--- config.mk ---
export PLATFORM = sky130hd
export DESIGN_NAME = infix_to_postfix_converter_flat
export DESIGN_NICKNAME = d
export VERILOG_FILES = /design/src/i2p_pkg.sv /design/src/i2p_ifs.sv /design/src/infix_to_postfix_converter.sv /design/src/i2p_queue.sv /design/src/i2p_front.sv /design/src/i2p_back.sv /design/src/flat_wrapper.sv
export SDC_FILE = /design/constraint.sdc
export NUM_CORES = 1
export LEC_CHECK = 0
export BUFFER_PORTS_ARGS = -buffer_cell sky130_fd_sc_hd__buf_2
export CAP_MARGIN = 30
export CELL_PAD_IN_SITES_DETAIL_PLACEMENT = 0
export CELL_PAD_IN_SITES_GLOBAL_PLACEMENT = 1
export CORE_MARGIN = 2
export CORE_UTILIZATION = 49
export CTS_CLUSTER_SIZE = 25
export DETAILED_ROUTE_END_ITERATION = 8
export HOLD_SLACK_MARGIN = 0.12
export PLACE_DENSITY_LB_ADDON = 0.1
export SLEW_MARGIN = 20
export SYNTH_ARGS = -nofsm -noshare
export SYNTH_HDL_FRONTEND = slang
export SYNTH_SLANG_ARGS = --single-unit
--- constraint.sdc ---
create_clock -name clk -period 13.1 [get_ports clk]
set_input_delay 0.655 -clock clk [delete_from_list [all_inputs] [get_ports clk]]
set_output_delay 0.655 -clock clk [all_outputs]
set_load 0.01 [all_outputs]
--- src/i2p_pkg.sv ---
// Shared types, character codes and operator helpers for the infix-to-postfix
// converter. No dependencies; every other file of the block but i2p_ifs imports it.

package i2p_pkg;

  localparam int STACK_DEPTH_DEF = 32;   // default operator stack depth
  localparam int Q_DEPTH         = 2;    // command queue between front and back

  // ASCII characters the converter reacts to
  localparam logic [7:0] CH_SPACE = 8'h20;
  localparam logic [7:0] CH_LP    = 8'h28;
  localparam logic [7:0] CH_RP    = 8'h29;
  localparam logic [7:0] CH_MUL   = 8'h2A;
  localparam logic [7:0] CH_ADD   = 8'h2B;
  localparam logic [7:0] CH_SUB   = 8'h2D;
  localparam logic [7:0] CH_DIV   = 8'h2F;
  localparam logic [7:0] CH_POW   = 8'h5E;
  localparam logic [7:0] CH_NONE  = 8'h00;

  // status codes
  localparam logic [1:0] ST_OK     = 2'd0;
  localparam logic [1:0] ST_OVF    = 2'd1;
  localparam logic [1:0] ST_UNM_RP = 2'd2;
  localparam logic [1:0] ST_UNM_LP = 2'd3;

  // stack entry codes
  typedef enum logic [2:0] {
    OP_LP  = 3'd0,
    OP_ADD = 3'd1,
    OP_SUB = 3'd2,
    OP_MUL = 3'd3,
    OP_DIV = 3'd4,
    OP_POW = 3'd5
  } op_code_t;

  // character class decided by the front end
  typedef enum logic [2:0] {
    K_OPND  = 3'd0,
    K_SPACE = 3'd1,
    K_OPER  = 3'd2,
    K_LP    = 3'd3,
    K_RP    = 3'd4
  } kind_t;

  typedef struct packed {
    kind_t      kind;
    op_code_t   code;
    logic [7:0] ch;
    logic       last;
  } cmd_t;

  typedef struct packed {
    logic empty;
    logic full;
  } q_stat_t;

  function automatic logic [1:0] op_prec(input op_code_t op);
    logic [1:0] p;
    unique case (op)
      OP_ADD, OP_SUB: p = 2'd1;
      OP_MUL, OP_DIV: p = 2'd2;
      OP_POW:         p = 2'd3;
      default:        p = 2'd0;
    endcase
    return p;
  endfunction

  function automatic logic [7:0] op_char(input op_code_t op);
    logic [7:0] c;
    unique case (op)
      OP_ADD:  c = CH_ADD;
      OP_SUB:  c = CH_SUB;
      OP_MUL:  c = CH_MUL;
      OP_DIV:  c = CH_DIV;
      OP_POW:  c = CH_POW;
      default: c = CH_LP;
    endcase
    return c;
  endfunction

endpackage

--- src/i2p_ifs.sv ---
// Valid/ready channel interfaces for the converter's input and result words.
// Standalone; no package dependency.

interface i2p_in_if;
  logic       valid;
  logic       ready;
  logic [7:0] in_char;
  logic       in_last;

  modport source (output valid, in_char, in_last, input ready);
  modport sink   (input valid, in_char, in_last, output ready);
endinterface

interface i2p_out_if;
  logic       valid;
  logic       ready;
  logic [7:0] out_char;
  logic       out_valid;
  logic       run_last;
  logic       expr_done;
  logic [1:0] status;

  modport source (output valid, out_char, out_valid, run_last, expr_done, status,
                  input ready);
  modport sink   (input valid, out_char, out_valid, run_last, expr_done, status,
                  output ready);
endinterface

--- src/infix_to_postfix_converter.sv ---
// Top level of the shunting-yard infix-to-postfix converter.
// Depends on i2p_pkg, i2p_ifs, i2p_front, i2p_queue and i2p_back.

// Converts an infix expression, one character per input word, into postfix
// form, one character per result word. Operands pass straight through;
// + - * / ^ are reordered on an operator stack of STACK_DEPTH entries ('^'
// binds tightest and is right-associative), parentheses group, spaces are
// skipped. The word marked in_last closes the expression: the stack is
// flushed, and the final result word carries expr_done and the final status
// (0 ok, 1 stack overflow, 2 unmatched ')', 3 unmatched '('); if that input
// yields no character, a status-only word (out_valid 0, out_char 0) is sent.
// After an error, remaining characters of the expression give no words.
// run_last marks the last word caused by each input.
// The front end queues up to two words ahead, so input is taken while the
// back end works. The back end handles one word at a time: a space is
// skipped, '(' is pushed, an operand is held and then sent, an operator
// pops the entries that bind at least as tightly (for '^', only tighter
// ones) and is then pushed, and ')' pops operators until it drops its '('
// or finds the stack empty. The word marked last then flushes each stack
// entry, finds the stack empty and sends the closing word. The back-end
// sequencer pops one stack entry per cycle while the output is not stalled,
// through a stack memory with one write port and one registered read port.
// Output stalls hold the back end; no clearing pass is needed at reset.

module infix_to_postfix_converter import i2p_pkg::*; #(
  parameter int STACK_DEPTH = STACK_DEPTH_DEF   // 2..63
) (
  input logic       clk,
  input logic       rst_n,
  i2p_in_if.sink    in_ch,
  i2p_out_if.source out_ch
);

  q_stat_t q_stat;
  cmd_t    q_wdata, q_rdata;
  logic    q_push, q_pop;

  // classify characters into commands
  i2p_front u_front (
    .in_ch   (in_ch),
    .q_stat  (q_stat),
    .q_push  (q_push),
    .q_wdata (q_wdata)
  );

  // decouples the input handshake from stack popping
  i2p_queue u_queue (
    .clk   (clk),
    .rst_n (rst_n),
    .push  (q_push),
    .wdata (q_wdata),
    .pop   (q_pop),
    .rdata (q_rdata),
    .stat  (q_stat)
  );

  // stack engine and result register
  i2p_back #(
    .STACK_DEPTH (STACK_DEPTH)
  ) u_back (
    .clk    (clk),
    .rst_n  (rst_n),
    .q_data (q_rdata),
    .q_stat (q_stat),
    .q_pop  (q_pop),
    .out_ch (out_ch)
  );

  // an accepted word is always waiting in the queue next cycle
  a_queue_holds_word: assert property (@(posedge clk) disable iff (!rst_n)
    (in_ch.valid && in_ch.ready) |=> !q_stat.empty)
    else $error("accepted word missing from command queue");

  // a status-only word only ever closes an expression
  a_status_word_closes: assert property (@(posedge clk) disable iff (!rst_n)
    (out_ch.valid && !out_ch.out_valid) |->
      (out_ch.expr_done && out_ch.run_last && out_ch.out_char == CH_NONE))
    else $error("status-only word outside expression end");

  // end of expression is also end of that input's run
  a_done_is_run_last: assert property (@(posedge clk) disable iff (!rst_n)
    (out_ch.valid && out_ch.expr_done) |-> out_ch.run_last)
    else $error("expr_done without run_last");

endmodule

--- src/i2p_queue.sv ---
// Small command FIFO between the front end and the stack engine.
// Depends on i2p_pkg (cmd_t, q_stat_t, Q_DEPTH).

module i2p_queue import i2p_pkg::*; (
  input  logic    clk,
  input  logic    rst_n,
  input  logic    push,
  input  cmd_t    wdata,
  input  logic    pop,
  output cmd_t    rdata,
  output q_stat_t stat
);

  localparam int PW = (Q_DEPTH > 1) ? $clog2(Q_DEPTH) : 1;
  localparam int NW = $clog2(Q_DEPTH + 1);

  cmd_t          entry_r [Q_DEPTH];
  logic [PW-1:0] wr_ptr_r, wr_ptr_nxt;
  logic [PW-1:0] rd_ptr_r, rd_ptr_nxt;
  logic [NW-1:0] fill_r, fill_nxt;
  logic          do_push, do_pop;

  assign stat.empty = (fill_r == '0);
  assign stat.full  = (fill_r == NW'(Q_DEPTH));
  assign do_push    = push && !stat.full;
  assign do_pop     = pop && !stat.empty;
  assign rdata      = entry_r[rd_ptr_r];

  always_comb begin
    wr_ptr_nxt = wr_ptr_r;
    rd_ptr_nxt = rd_ptr_r;
    fill_nxt   = fill_r;
    if (do_push) begin
      wr_ptr_nxt = (wr_ptr_r == PW'(Q_DEPTH - 1)) ? '0 : wr_ptr_r + 1'b1;
    end
    if (do_pop) begin
      rd_ptr_nxt = (rd_ptr_r == PW'(Q_DEPTH - 1)) ? '0 : rd_ptr_r + 1'b1;
    end
    if (do_push && !do_pop) begin
      fill_nxt = fill_r + 1'b1;
    end else if (do_pop && !do_push) begin
      fill_nxt = fill_r - 1'b1;
    end
  end

  always_ff @(posedge clk) begin
    if (!rst_n) begin
      wr_ptr_r <= '0;
      rd_ptr_r <= '0;
      fill_r   <= '0;
    end else begin
      wr_ptr_r <= wr_ptr_nxt;
      rd_ptr_r <= rd_ptr_nxt;
      fill_r   <= fill_nxt;
    end
  end

  always_ff @(posedge clk) begin
    if (do_push) begin
      entry_r[wr_ptr_r] <= wdata;
    end
  end

endmodule

--- src/i2p_front.sv ---
// Front end: takes input words and classifies each character into a command.
// Depends on i2p_pkg and the i2p_in_if interface.

module i2p_front import i2p_pkg::*; (
  i2p_in_if.sink  in_ch,
  input  q_stat_t q_stat,
  output logic    q_push,
  output cmd_t    q_wdata
);

  assign in_ch.ready = !q_stat.full;
  assign q_push      = in_ch.valid && !q_stat.full;

  always_comb begin
    q_wdata.ch   = in_ch.in_char;
    q_wdata.last = in_ch.in_last;
    q_wdata.code = OP_LP;
    q_wdata.kind = K_OPND;
    unique case (in_ch.in_char)
      CH_SPACE: q_wdata.kind = K_SPACE;
      CH_LP:    q_wdata.kind = K_LP;
      CH_RP:    q_wdata.kind = K_RP;
      CH_ADD: begin
        q_wdata.kind = K_OPER;
        q_wdata.code = OP_ADD;
      end
      CH_SUB: begin
        q_wdata.kind = K_OPER;
        q_wdata.code = OP_SUB;
      end
      CH_MUL: begin
        q_wdata.kind = K_OPER;
        q_wdata.code = OP_MUL;
      end
      CH_DIV: begin
        q_wdata.kind = K_OPER;
        q_wdata.code = OP_DIV;
      end
      CH_POW: begin
        q_wdata.kind = K_OPER;
        q_wdata.code = OP_POW;
      end
      default: q_wdata.kind = K_OPND;
    endcase
  end

endmodule

--- src/i2p_back.sv ---
// Back end: operator stack engine and output register for result words.
// Depends on i2p_pkg and the i2p_out_if interface.

module i2p_back import i2p_pkg::*; #(
  parameter int STACK_DEPTH = STACK_DEPTH_DEF
) (
  input  logic    clk,
  input  logic    rst_n,
  input  cmd_t    q_data,
  input  q_stat_t q_stat,
  output logic    q_pop,
  i2p_out_if.source out_ch
);

  localparam int AW = (STACK_DEPTH > 1) ? $clog2(STACK_DEPTH) : 1;
  localparam int CW = $clog2(STACK_DEPTH + 1);

  typedef enum logic [4:0] {
    S_FETCH = 5'b00001,
    S_POPOP = 5'b00010,
    S_POPRP = 5'b00100,
    S_FLUSH = 5'b01000,
    S_FINAL = 5'b10000
  } state_t;

  op_code_t stack_mem [STACK_DEPTH];

  state_t        state_r, state_nxt;
  logic [CW-1:0] cnt_r, cnt_nxt;
  logic [1:0]    err_r, err_nxt;
  op_code_t      top_r, top_nxt;
  op_code_t      below_r;            // registered read of the entry under the top
  cmd_t          cmd_r, cmd_nxt;
  logic          hold_v_r, hold_v_nxt;
  logic [7:0]    hold_ch_r, hold_ch_nxt;
  logic [1:0]    hold_st_r, hold_st_nxt;

  logic          ov_r, ov_nxt;
  logic [7:0]    o_char_r, o_char_nxt;
  logic          o_cv_r, o_cv_nxt;
  logic          o_rl_r, o_rl_nxt;
  logic          o_ed_r, o_ed_nxt;
  logic [1:0]    o_st_r, o_st_nxt;

  logic          mem_we;
  logic [AW-1:0] mem_wa, rd_addr;
  op_code_t      mem_wd;

  logic          out_space, emit_ok, stack_full, can_pop;
  logic [1:0]    top_prec, cmd_prec;

  assign out_space  = !ov_r || out_ch.ready;
  assign emit_ok    = !hold_v_r || out_space;
  assign stack_full = (cnt_r >= CW'(STACK_DEPTH));
  assign top_prec   = op_prec(top_r);
  assign cmd_prec   = op_prec(cmd_r.code);
  // '^' is right-associative: equal precedence stays on the stack
  assign can_pop    = (cnt_r != '0) && (top_r != OP_LP) &&
                      ((cmd_r.code == OP_POW) ? (top_prec > cmd_prec)
                                              : (top_prec >= cmd_prec));

  always_comb begin
    state_nxt   = state_r;
    cnt_nxt     = cnt_r;
    err_nxt     = err_r;
    top_nxt     = top_r;
    cmd_nxt     = cmd_r;
    hold_v_nxt  = hold_v_r;
    hold_ch_nxt = hold_ch_r;
    hold_st_nxt = hold_st_r;
    ov_nxt      = ov_r && !out_ch.ready;
    o_char_nxt  = o_char_r;
    o_cv_nxt    = o_cv_r;
    o_rl_nxt    = o_rl_r;
    o_ed_nxt    = o_ed_r;
    o_st_nxt    = o_st_r;
    mem_we      = 1'b0;
    mem_wa      = cnt_r[AW-1:0];
    mem_wd      = OP_LP;
    q_pop       = 1'b0;

    unique case (state_r)
      S_FETCH: begin
        if (!q_stat.empty) begin
          q_pop   = 1'b1;
          cmd_nxt = q_data;
          if (err_r != ST_OK) begin
            // rest of a failed expression is dropped; the last word closes it
            state_nxt = q_data.last ? S_FINAL : S_FETCH;
          end else begin
            unique case (q_data.kind)
              K_SPACE: state_nxt = q_data.last ? S_FLUSH : S_FETCH;
              K_OPND: begin
                hold_v_nxt  = 1'b1;
                hold_ch_nxt = q_data.ch;
                hold_st_nxt = err_r;
                state_nxt   = q_data.last ? S_FLUSH : S_FINAL;
              end
              K_OPER: state_nxt = S_POPOP;
              K_RP:   state_nxt = S_POPRP;
              K_LP: begin
                if (stack_full) begin
                  err_nxt = ST_OVF;
                end else begin
                  mem_we  = 1'b1;
                  mem_wd  = OP_LP;
                  cnt_nxt = cnt_r + 1'b1;
                  top_nxt = OP_LP;
                end
                if (q_data.last) begin
                  state_nxt = (err_nxt == ST_OK) ? S_FLUSH : S_FINAL;
                end else begin
                  state_nxt = S_FETCH;
                end
              end
              default: state_nxt = S_FETCH;
            endcase
          end
        end
      end

      S_POPOP: begin
        if (can_pop) begin
          if (emit_ok) begin
            if (hold_v_r) begin
              ov_nxt     = 1'b1;
              o_char_nxt = hold_ch_r;
              o_cv_nxt   = 1'b1;
              o_rl_nxt   = 1'b0;
              o_ed_nxt   = 1'b0;
              o_st_nxt   = hold_st_r;
            end
            hold_v_nxt  = 1'b1;
            hold_ch_nxt = op_char(top_r);
            hold_st_nxt = err_r;
            cnt_nxt     = cnt_r - 1'b1;
            top_nxt     = below_r;
          end
        end else begin
          if (stack_full) begin
            err_nxt = ST_OVF;
          end else begin
            mem_we  = 1'b1;
            mem_wd  = cmd_r.code;
            cnt_nxt = cnt_r + 1'b1;
            top_nxt = cmd_r.code;
          end
          state_nxt = (cmd_r.last && err_nxt == ST_OK) ? S_FLUSH : S_FINAL;
        end
      end

      S_POPRP: begin
        if (cnt_r == '0) begin
          err_nxt   = ST_UNM_RP;
          state_nxt = S_FINAL;
        end else if (top_r == OP_LP) begin
          cnt_nxt   = cnt_r - 1'b1;
          top_nxt   = below_r;
          state_nxt = cmd_r.last ? S_FLUSH : S_FINAL;
        end else if (emit_ok) begin
          if (hold_v_r) begin
            ov_nxt     = 1'b1;
            o_char_nxt = hold_ch_r;
            o_cv_nxt   = 1'b1;
            o_rl_nxt   = 1'b0;
            o_ed_nxt   = 1'b0;
            o_st_nxt   = hold_st_r;
          end
          hold_v_nxt  = 1'b1;
          hold_ch_nxt = op_char(top_r);
          hold_st_nxt = err_r;
          cnt_nxt     = cnt_r - 1'b1;
          top_nxt     = below_r;
        end
      end

      S_FLUSH: begin
        if (cnt_r == '0) begin
          state_nxt = S_FINAL;
        end else if (top_r == OP_LP) begin
          // stray '(' is dropped; flushing goes on
          cnt_nxt = cnt_r - 1'b1;
          top_nxt = below_r;
          if (err_r == ST_OK) begin
            err_nxt = ST_UNM_LP;
          end
        end else if (emit_ok) begin
          if (hold_v_r) begin
            ov_nxt     = 1'b1;
            o_char_nxt = hold_ch_r;
            o_cv_nxt   = 1'b1;
            o_rl_nxt   = 1'b0;
            o_ed_nxt   = 1'b0;
            o_st_nxt   = hold_st_r;
          end
          hold_v_nxt  = 1'b1;
          hold_ch_nxt = op_char(top_r);
          hold_st_nxt = err_r;
          cnt_nxt     = cnt_r - 1'b1;
          top_nxt     = below_r;
        end
      end

      S_FINAL: begin
        // release the held word as the last of this input
        if (hold_v_r) begin
          if (out_space) begin
            ov_nxt     = 1'b1;
            o_char_nxt = hold_ch_r;
            o_cv_nxt   = 1'b1;
            o_rl_nxt   = 1'b1;
            o_ed_nxt   = cmd_r.last;
            o_st_nxt   = cmd_r.last ? err_r : hold_st_r;
            hold_v_nxt = 1'b0;
            state_nxt  = S_FETCH;
            if (cmd_r.last) begin
              cnt_nxt = '0;
              err_nxt = ST_OK;
            end
          end
        end else if (cmd_r.last) begin
          if (out_space) begin
            ov_nxt     = 1'b1;
            o_char_nxt = CH_NONE;
            o_cv_nxt   = 1'b0;
            o_rl_nxt   = 1'b1;
            o_ed_nxt   = 1'b1;
            o_st_nxt   = err_r;
            cnt_nxt    = '0;
            err_nxt    = ST_OK;
            state_nxt  = S_FETCH;
          end
        end else begin
          state_nxt = S_FETCH;
        end
      end

      default: state_nxt = S_FETCH;
    endcase
  end

  // read the entry under the next top, so a pop can use it next cycle
  assign rd_addr = (cnt_nxt >= CW'(2)) ? AW'(cnt_nxt - CW'(2)) : '0;

  always_ff @(posedge clk) begin
    if (mem_we) begin
      stack_mem[mem_wa] <= mem_wd;
    end
    below_r <= stack_mem[rd_addr];
  end

  always_ff @(posedge clk) begin
    if (!rst_n) begin
      state_r  <= S_FETCH;
      cnt_r    <= '0;
      err_r    <= ST_OK;
      hold_v_r <= 1'b0;
      ov_r     <= 1'b0;
    end else begin
      state_r  <= state_nxt;
      cnt_r    <= cnt_nxt;
      err_r    <= err_nxt;
      hold_v_r <= hold_v_nxt;
      ov_r     <= ov_nxt;
    end
  end

  always_ff @(posedge clk) begin
    top_r     <= top_nxt;
    cmd_r     <= cmd_nxt;
    hold_ch_r <= hold_ch_nxt;
    hold_st_r <= hold_st_nxt;
    o_char_r  <= o_char_nxt;
    o_cv_r    <= o_cv_nxt;
    o_rl_r    <= o_rl_nxt;
    o_ed_r    <= o_ed_nxt;
    o_st_r    <= o_st_nxt;
  end

  assign out_ch.valid     = ov_r;
  assign out_ch.out_char  = o_char_r;
  assign out_ch.out_valid = o_cv_r;
  assign out_ch.run_last  = o_rl_r;
  assign out_ch.expr_done = o_ed_r;
  assign out_ch.status    = o_st_r;

endmodule

--- src/flat_wrapper.sv ---
// flat-port wrapper written by rule: the top's interface ports become plain ports
module infix_to_postfix_converter_flat import i2p_pkg::*;
#(
  parameter int STACK_DEPTH = STACK_DEPTH_DEF           
)
  (clk, rst_n, in_ch_valid, in_ch_in_char, in_ch_in_last, in_ch_ready, out_ch_valid, out_ch_out_char, out_ch_out_valid, out_ch_run_last, out_ch_expr_done, out_ch_status, out_ch_ready);
  i2p_in_if in_ch_i ();
  i2p_out_if out_ch_i ();
  input logic clk;
  input logic rst_n;
  input wire logic [$bits(in_ch_i.valid)-1:0] in_ch_valid;
  input wire logic [$bits(in_ch_i.in_char)-1:0] in_ch_in_char;
  input wire logic [$bits(in_ch_i.in_last)-1:0] in_ch_in_last;
  output wire logic [$bits(in_ch_i.ready)-1:0] in_ch_ready;
  output wire logic [$bits(out_ch_i.valid)-1:0] out_ch_valid;
  output wire logic [$bits(out_ch_i.out_char)-1:0] out_ch_out_char;
  output wire logic [$bits(out_ch_i.out_valid)-1:0] out_ch_out_valid;
  output wire logic [$bits(out_ch_i.run_last)-1:0] out_ch_run_last;
  output wire logic [$bits(out_ch_i.expr_done)-1:0] out_ch_expr_done;
  output wire logic [$bits(out_ch_i.status)-1:0] out_ch_status;
  input wire logic [$bits(out_ch_i.ready)-1:0] out_ch_ready;
  assign in_ch_i.valid = in_ch_valid;
  assign in_ch_i.in_char = in_ch_in_char;
  assign in_ch_i.in_last = in_ch_in_last;
  assign in_ch_ready = in_ch_i.ready;
  assign out_ch_valid = out_ch_i.valid;
  assign out_ch_out_char = out_ch_i.out_char;
  assign out_ch_out_valid = out_ch_i.out_valid;
  assign out_ch_run_last = out_ch_i.run_last;
  assign out_ch_expr_done = out_ch_i.expr_done;
  assign out_ch_status = out_ch_i.status;
  assign out_ch_i.ready = out_ch_ready;
  infix_to_postfix_converter #(.STACK_DEPTH(STACK_DEPTH)) u_core (.clk(clk), .rst_n(rst_n), .in_ch(in_ch_i), .out_ch(out_ch_i));
endmodule
Yosys cells after proc, flatten, opt, wreduce, memory -nomap -nowiden:

Memory sizes are Yosys's and may differ from the RTL's. A register that Yosys moved wholly into a read port is not among the register bits.
Cells that the tools add are included.

* register bits: 49
* latch bits: 0
* RAM bits: 126
* memory bits (read-only): 0
* input bits: 13
* output and inout bits: 15
* logic and storage cells: 301
* memories kept: 2

* add/subtract/negate cells: 7
* $mul: 0
* div/mod/pow operators: 0
* magnitude comparators: 4
* equal/unequal tests: 47
* shift operators: 0
* multiplexer cells: 175
* bitwise gates (word level): 1
* reduce and logical (&&, ||, !) cells: 47

Memories
* u_core.u_back.stack_mem: depth 32, width 3, read ports 1, clocked after memory_dff 1, wr ports 1, RTL line i2p_back.sv:26 `op_code_t stack_mem [STACK_DEPTH];`
* u_core.u_queue.entry_r: depth 2, width 15, read ports 1, clocked after memory_dff 1, wr ports 1, RTL line i2p_queue.sv:17 `cmd_t entry_r [Q_DEPTH];`

Operators with widths (number)
* 8-bit two-way mux: 16
* 5-bit two-way mux: 16
* 2-bit two-way mux: 39
* 6-bit two-way mux: 13
* 1-bit two-way mux: 58
* 8-bit by 6-bit equality test with 1-bit output (second input constant): 7
* 5-bit case mux with 5 select lines: 2
* 8-bit case mux with 3 select lines: 2
* 3-bit two-way mux: 12
* 7-bit case mux with 5 select lines: 1
* 2-bit inequality test (second input constant): 14
* 2-bit case mux with 3 select lines: 4
* 6-bit case mux with 4 select lines: 1
* 7-bit AND reduction: 3
* 3-bit by 2-bit equality test with 1-bit output (second input constant): 6
* 3-bit equality test (second input constant): 5
* 3-bit case mux with 5 select lines: 1
* 1-bit case mux with 3 select lines: 4
* 3-bit case mux with 4 select lines: 1
* 11-bit AND reduction: 1
* 2-bit case mux with 5 select lines: 1
* 2-bit OR reduction: 5
* 3-bit by 1-bit equality test with 1-bit output (second input constant): 3
* 1-bit logical AND: 9
* other kinds (39): 57

Depth between registers and ports, before layout:

* depth after elaboration: 13
* mapped depth: 21
* mapped depth without buffers: 17

Modules after synthesis:

A second synthesis with hierarchy kept.

* cell total of the unflattened synthesis: 793
* area total of the unflattened synthesis: 9048.7 um^2

Modules (own cells, without submodules)
* i2p_back: instances 1, cells each 686, area an instance 7487.2 um^2, seq. area each 4144.0 um^2
* i2p_queue: instances 1, cells each 72, area an instance 1316.3 um^2, seq. area each 1001.0 um^2
* i2p_front: instances 1, cells each 35, area an instance 245.2 um^2, seq. area each 0.0 um^2

Worst setup path after synthesis:

OpenSTA, ideal clock, no wires.

* path type: flip-flop to flip-flop
* start: reg u_core.u_back.top_r[2]
* end: reg u_core.u_back.below_r[1], read port of u_core.u_back.stack_mem
* library setup time: 0.138 ns
* arrival time: 4.184 ns
* required time: 12.962 ns
* path slack: 8.778 ns
* cell stages (with the launch flop): 20
* path buffers: 4
* clock period less this slack: 4.322 ns
* cells stage by stage: edfxtp_1 clkbuf_1 inv_1 nand3_1 o21ai_0 ha_1 and4_1 o31ai_1 o32ai_1 o31ai_1 nand2_1 inv_1 buf_2 buf_2 ha_1 clkbuf_1 mux4_2 o21ba_2 a221oi_1 a211oi_2

* cells in the longest elaborated chain, start to end: 10
* elaborated cells between the ends (all ways): 22
* classes of those cells: add/sub (1); order compare (3); eq/ne (5); mux (7); reduce/logical (6)

RTL lines
* from (decl): RTL line i2p_back.sv:31 `op_code_t top_r, top_nxt;`
* from (signal assigned): RTL line i2p_back.sv:269 `top_r <= top_nxt;`
* 3-bit equality test, or another cell as far along: RTL line i2p_pkg.sv:59 `unique case (op)`
* 2-bit OR reduction: RTL line i2p_pkg.sv:59
* 2-bit case mux with 3 select lines: RTL line i2p_pkg.sv:59
* 2-bit >= comparator or 2-bit > comparator (tied branches): RTL line i2p_back.sv:60, i2p_back.sv:59
* 1-bit two-way mux: RTL line i2p_back.sv:59 `((cmd_r.code == OP_POW) ? (top_prec > cmd_prec)`
* 1-bit logical AND: RTL line i2p_back.sv:58 `assign can_pop = (cnt_r != '0) && (top_r != OP_LP) &&`
* 6-bit two-way mux: RTL line i2p_back.sv:123 `if (can_pop) begin`
* 6-bit case mux with 4 select lines (*): RTL line i2p_back.sv:82 `unique case (state_r)`
* 5-bit by 2-bit subtractor with 5-bit output or 6-bit by 2-bit >= comparator with 1-bit output (tied branches): RTL line i2p_back.sv:243 `assign rd_addr = (cnt_nxt >= CW'(2)) ? AW'(cnt_nxt - CW'(2)) : '0;`
* 5-bit two-way mux (*): RTL line i2p_back.sv:243
* to (decl): RTL line i2p_back.sv:32 `op_code_t below_r;`

Mark *: on every way between the ends. The rest lies on a longest branch, timed or not.
A chain may end at the register's enable or synchronous reset.

Final worst setup path:

* start: reg u_core.u_back.top_r[1]
* end: reg u_core.u_back.below_r[1], read port of u_core.u_back.stack_mem

Same word-level chain as after synthesis.

==> results.md <==
Run status:
- The flow ran to the end, and the final reports show no timing, DRC or antenna violations.

Layout:
- The post-route core utilization is 55.45%.
- The final layout contains 798 nets.
- The leading cell type in the layout, fill and taps excluded is sky130_fd_sc_hd__edfxtp_1.
- The final antenna diode count is 0.
- In the layout the commonest cells are sky130_fd_sc_hd__edfxtp_1 (156), sky130_fd_sc_hd__nor2_1 (102), sky130_fd_sc_hd__nand2_1 (58).
- The area growth from synthesis to layout is 10.70%.
- The area used by multi-input combinational logic is 3251 um^2.
- Counting the fill cells in the layout gives 1500.
- The post-route netlist has 11.42% of its cells at a drive strength greater than 1.
- The finished layout holds 1013 standard cells, fillers aside.
- The area used by sequential logic in the layout is 5145 um^2.

Floorplan:
- After floorplanning, the core was sized to cover 17300 um^2.
- During I/O placement, the number of pins put on the boundary was 28.
- The die extent in x is 137.0 um.
- The die is 137.0 um tall.
- The starting density of the core is 50.09%.
- The site row count is 48.
- The die area is 18760 um^2.

STA:
- The clock period could shrink to 5671 ps.
- Setup violations remaining at the end of the flow were counted as 0.
- The period utilization is 43.29%.
- The final setup TNS is 0 ps.
- The final-report max-slew violation count is 0.
- The worst max-slew margin expressed relative to the limit is 41.30%.
- Between clock sinks in the finished design, the worst skew comes to 12.17 ps.
- After layout, the worst setup slack is 7429 ps.
- Setup repair after global routing left no endpoint under its margin.
- The maximum clock frequency is 0.1763 GHz.
- The number of endpoints with negative hold slack in the final report was 0.
- For the pin with the worst max-slew slack, the measured transition is 879.3 ps.

Critical path:
- The critical path goes through nor2b_1 > a21oi_1 > ha_1 > nand2b_1 > a21oi_1 > o31ai_1 > o32ai_1 > o31ai_1 > nand2_1 > inv_1 > ha_1 > a21o_1 > o31a_1 > a221oi_1 > a211oi_2.
- Of all nets on the critical path, the largest fanout is 20.
- STA classifies the critical path endpoint as a flop.
- The combined buffer and inverter count along the critical path is 1.
- The worst setup path is launched from a flop.
- The data required time at the worst endpoint is 13400 ps.
- The category of the critical setup timing path is flop to flop.
- STA puts the critical path data arrival time at 5970 ps.
- The cell type group with the largest total delay on the critical path is compound AO/OA/AOI/OAI gates.
- The largest single stage delay on the critical path is 600 ps.
- The cell at the slowest stage of the critical path is sky130_fd_sc_hd__inv_1.

Power:
- Total power for the finished layout comes to 1.572 mW.
- VDD sags by at most 0.1120 mV.
- The static leakage is 3.206 nW.
- The total power density per cell area is 163.9 nW/um^2.

Synthesis:
- The sequential share of the synthesized area is 59.39%.
- Sorting the synthesized cells by area gives the leading types as sky130_fd_sc_hd__edfxtp_1 (54%), sky130_fd_sc_hd__dfxtp_1 (5.3%), sky130_fd_sc_hd__nor2_1 (4.5%).
- The Yosys warning count is 0.
- For this run, asynchronously set or reset flops after synthesis account for 0%.
- In this run, distinct cell masters in the synthesized netlist total 75.
- In the synthesized netlist, the number of instances is 760.
- Counting flops and latches in the post-synthesis netlist gives 179.
- Synthesis produced a netlist with a net count of 783.
- The predominant post-synthesis flop cell is sky130_fd_sc_hd__edfxtp_1.
- The area of the mapped netlist is 8663 um^2.
- After synthesis, the largest area contributor takes up 54.07% of total cell area.
- In this run, synthesis inferred 156 flip-flops with an integrated enable.
- A synthesized cell averages 11.40 um^2.
- The library cell with the largest summed area after synthesis is sky130_fd_sc_hd__edfxtp_1.

CTS:
- The longest clock path from root to sink contains 2 buffers.
- TritonCTS built the clock tree.
- Clock tree synthesis inserted a total of 17 buffers.
- At the later pin of the worst-skew pair, clock insertion delay measures 440 ps.
- In this run the clock root is driven by a sky130_fd_sc_hd__clkbuf_16.
- Clock-pin slew was measured on the worst setup and hold paths at 70 ps.
- The count of clock tree sinks is 179.
- The buffers inserted during post-CTS setup optimization is 0.
- In this run, post-CTS repair resized a total of 0 instances.
- The quantity of hold-fixing buffers added after cts is 0.
- The maximum level of the CTS H-tree is 4.

Drt:
- The remaining number of nets flagged by the antenna check after routing is 0.
- The number of DRC markers after the initial detailed-route iteration is 579.
- The average detailed-routed wire length per instance is 20.90 um.
- Using the TritonRoute via totals, the vias-per-cell ratio works out to 6.019.
- The overall via count from detail_route is 6097.
- The first detailed-routing pass took 5 iterations.
- The final wirelength is 21180 um.
- For this run, design rule violations remaining after detail routing come to 0.

Placement:
- Once placement completed, the tool counted placed cells totaling 980.
- Timing analysis after detailed placement gives a worst setup slack of 7618 ps.
- The final weighted congestion of routability-driven global placement is 0.9098.
- The HPWL after detailed placement is 14880 um.
- The number of buffers inserted by port buffering is 27.

Global route:
- The via count of the first global-routing pass is 6017.
- The total congestion overflow is 0.
- Entering global routing, the biggest net connects 33 pins.
- The overall global routing resource usage is 23.73%.
- The number of antenna violations at the first check in global routing is 0.
- The first global-routing pass estimated 33040 um of wire.

Min path:
- The kind of path behind the tightest hold check is input pin to flop.

Run:
- The max capacitance violation total is 0.
[registers in the layout (all words and copies together) (netlist names), named ones only]
name / cells
u_core.u_queue.rd_ptr_r: 1
u_core.u_back.state_r: 5
u_core.u_back.out_ch.run_last: 1
u_core.u_back.below_r: 3
u_core.u_back.err_r: 2
u_core.u_back.out_ch.expr_done: 1
u_core.u_back.out_ch.valid: 1
u_core.u_back.out_ch.out_valid: 1
u_core.u_back.stack_mem: 96
u_core.u_queue.wr_ptr_r: 1
u_core.u_back.cmd_r: 4
u_core.u_back.out_ch.out_char: 8
u_core.u_back.out_ch.status: 2
u_core.u_queue.fill_r: 2
u_core.u_back.cnt_r: 6
u_core.u_back.hold_ch_r: 8
u_core.u_back.hold_v_r: 1
u_core.u_queue.entry_r: 30
u_core.u_back.hold_st_r: 2
u_core.u_back.top_r: 3
[final cells by class]
type / count / share of cell area (%)
clock buffers: 18 / 4.475
clock inverters: 14 / 1.670
inverters: 27 / 1.057
multi-input cells: 512 / 33.89
flip-flops and latches: 179 / 53.65
well taps: 225 / 2.935
repair buffers: 38 / 2.322
[metal layers]
| layer | share of wire [%] | up-vias | GRT usage (%) |
|---|---|---|---|
| met5 | 0 | - | 0 |
| met4 | 2.5 | 0 | 8.362 |
| met3 | 3.7 | 36 | 4.556 |
| met2 | 52 | 187 | 42.04 |
| met1 | 42 | 2971 | 28.85 |
| li1 | - | 2903 | - |
[worst paths after layout]
check                                       startpoint                      endpoint  slack, ps  depth (start not counted)
worst max register to register  u_core.u_back.top_r[1]      u_core.u_back.below_r[1]       7430                         15
worst min register to register  u_core.u_back.err_r[0]    u_core.u_back.hold_st_r[0]        510                          0
worst max-delay path            u_core.u_back.top_r[1]      u_core.u_back.below_r[1]       7430                         15
worst min-delay path                     in_ch_in_last  u_core.u_queue.entry_r[0][0]        410                          1
[power breakdown]
group	internal, mW	switching, mW	total, mW
clock	0.271	0.238	0.509
sequential	0.687	0.0447	0.732
combinational	0.123	0.208	0.331
[synthesized netlist by cell type (4+ instances only)]
cell type	n
sky130_fd_sc_hd__o21a_1	5
sky130_fd_sc_hd__o2111a_1	4
sky130_fd_sc_hd__o211ai_1	15
sky130_fd_sc_hd__and2_1	9
sky130_fd_sc_hd__or4_1	7
sky130_fd_sc_hd__clkbuf_1	31
sky130_fd_sc_hd__nor2_1	103
sky130_fd_sc_hd__a31oi_1	9
sky130_fd_sc_hd__nor4_1	5
sky130_fd_sc_hd__buf_2	9
sky130_fd_sc_hd__nor3_1	15
sky130_fd_sc_hd__xnor2_1	6
sky130_fd_sc_hd__a21o_1	4
sky130_fd_sc_hd__and3_1	8
sky130_fd_sc_hd__nand2b_1	8
sky130_fd_sc_hd__o21ai_0	36
sky130_fd_sc_hd__a211oi_1	6
sky130_fd_sc_hd__nand4_1	4
sky130_fd_sc_hd__nor2b_1	15
sky130_fd_sc_hd__xor2_1	8
sky130_fd_sc_hd__a22oi_1	6
sky130_fd_sc_hd__mux2_2	7
sky130_fd_sc_hd__a21oi_1	33
sky130_fd_sc_hd__dfxtp_1	23
sky130_fd_sc_hd__ha_1	10
sky130_fd_sc_hd__nand2_1	58
sky130_fd_sc_hd__inv_1	27
sky130_fd_sc_hd__o2111ai_1	4
sky130_fd_sc_hd__mux2i_1	24
sky130_fd_sc_hd__or3_1	11
sky130_fd_sc_hd__edfxtp_1	156
sky130_fd_sc_hd__nand3_1	14
sky130_fd_sc_hd__o22ai_1	7
sky130_fd_sc_hd__a221oi_1	6
sky130_fd_sc_hd__o31ai_1	5
[kinds of logic (layout without fill, tap and decap cells)]
kind of cell	Yosys count	count (layout)	share of synthesized area [%]
XOR/XNOR	14	14	1.415
flip-flops	179	179	59.39
AND/OR/NAND/NOR	278	278	15.67
buffers and inverters	69	97	3.293
AO/OA/AOI/OAI	176	176	14.33
adder cells (fa/ha/maj)	10	10	1.444
multiplexers	34	34	4.463
[per-stage QoR]
step           area [um^2]  hold WS (ps)
2_1_floorplan         8663         445.2
6_report              9590         406.2
5_1_grt               9590         405.1
4_1_cts               9582         394.6
3_5_place_dp          8992         493.5
3_3_place_gp          8967         477.8
No activity file was read; power rests on OpenSTA's default activity.
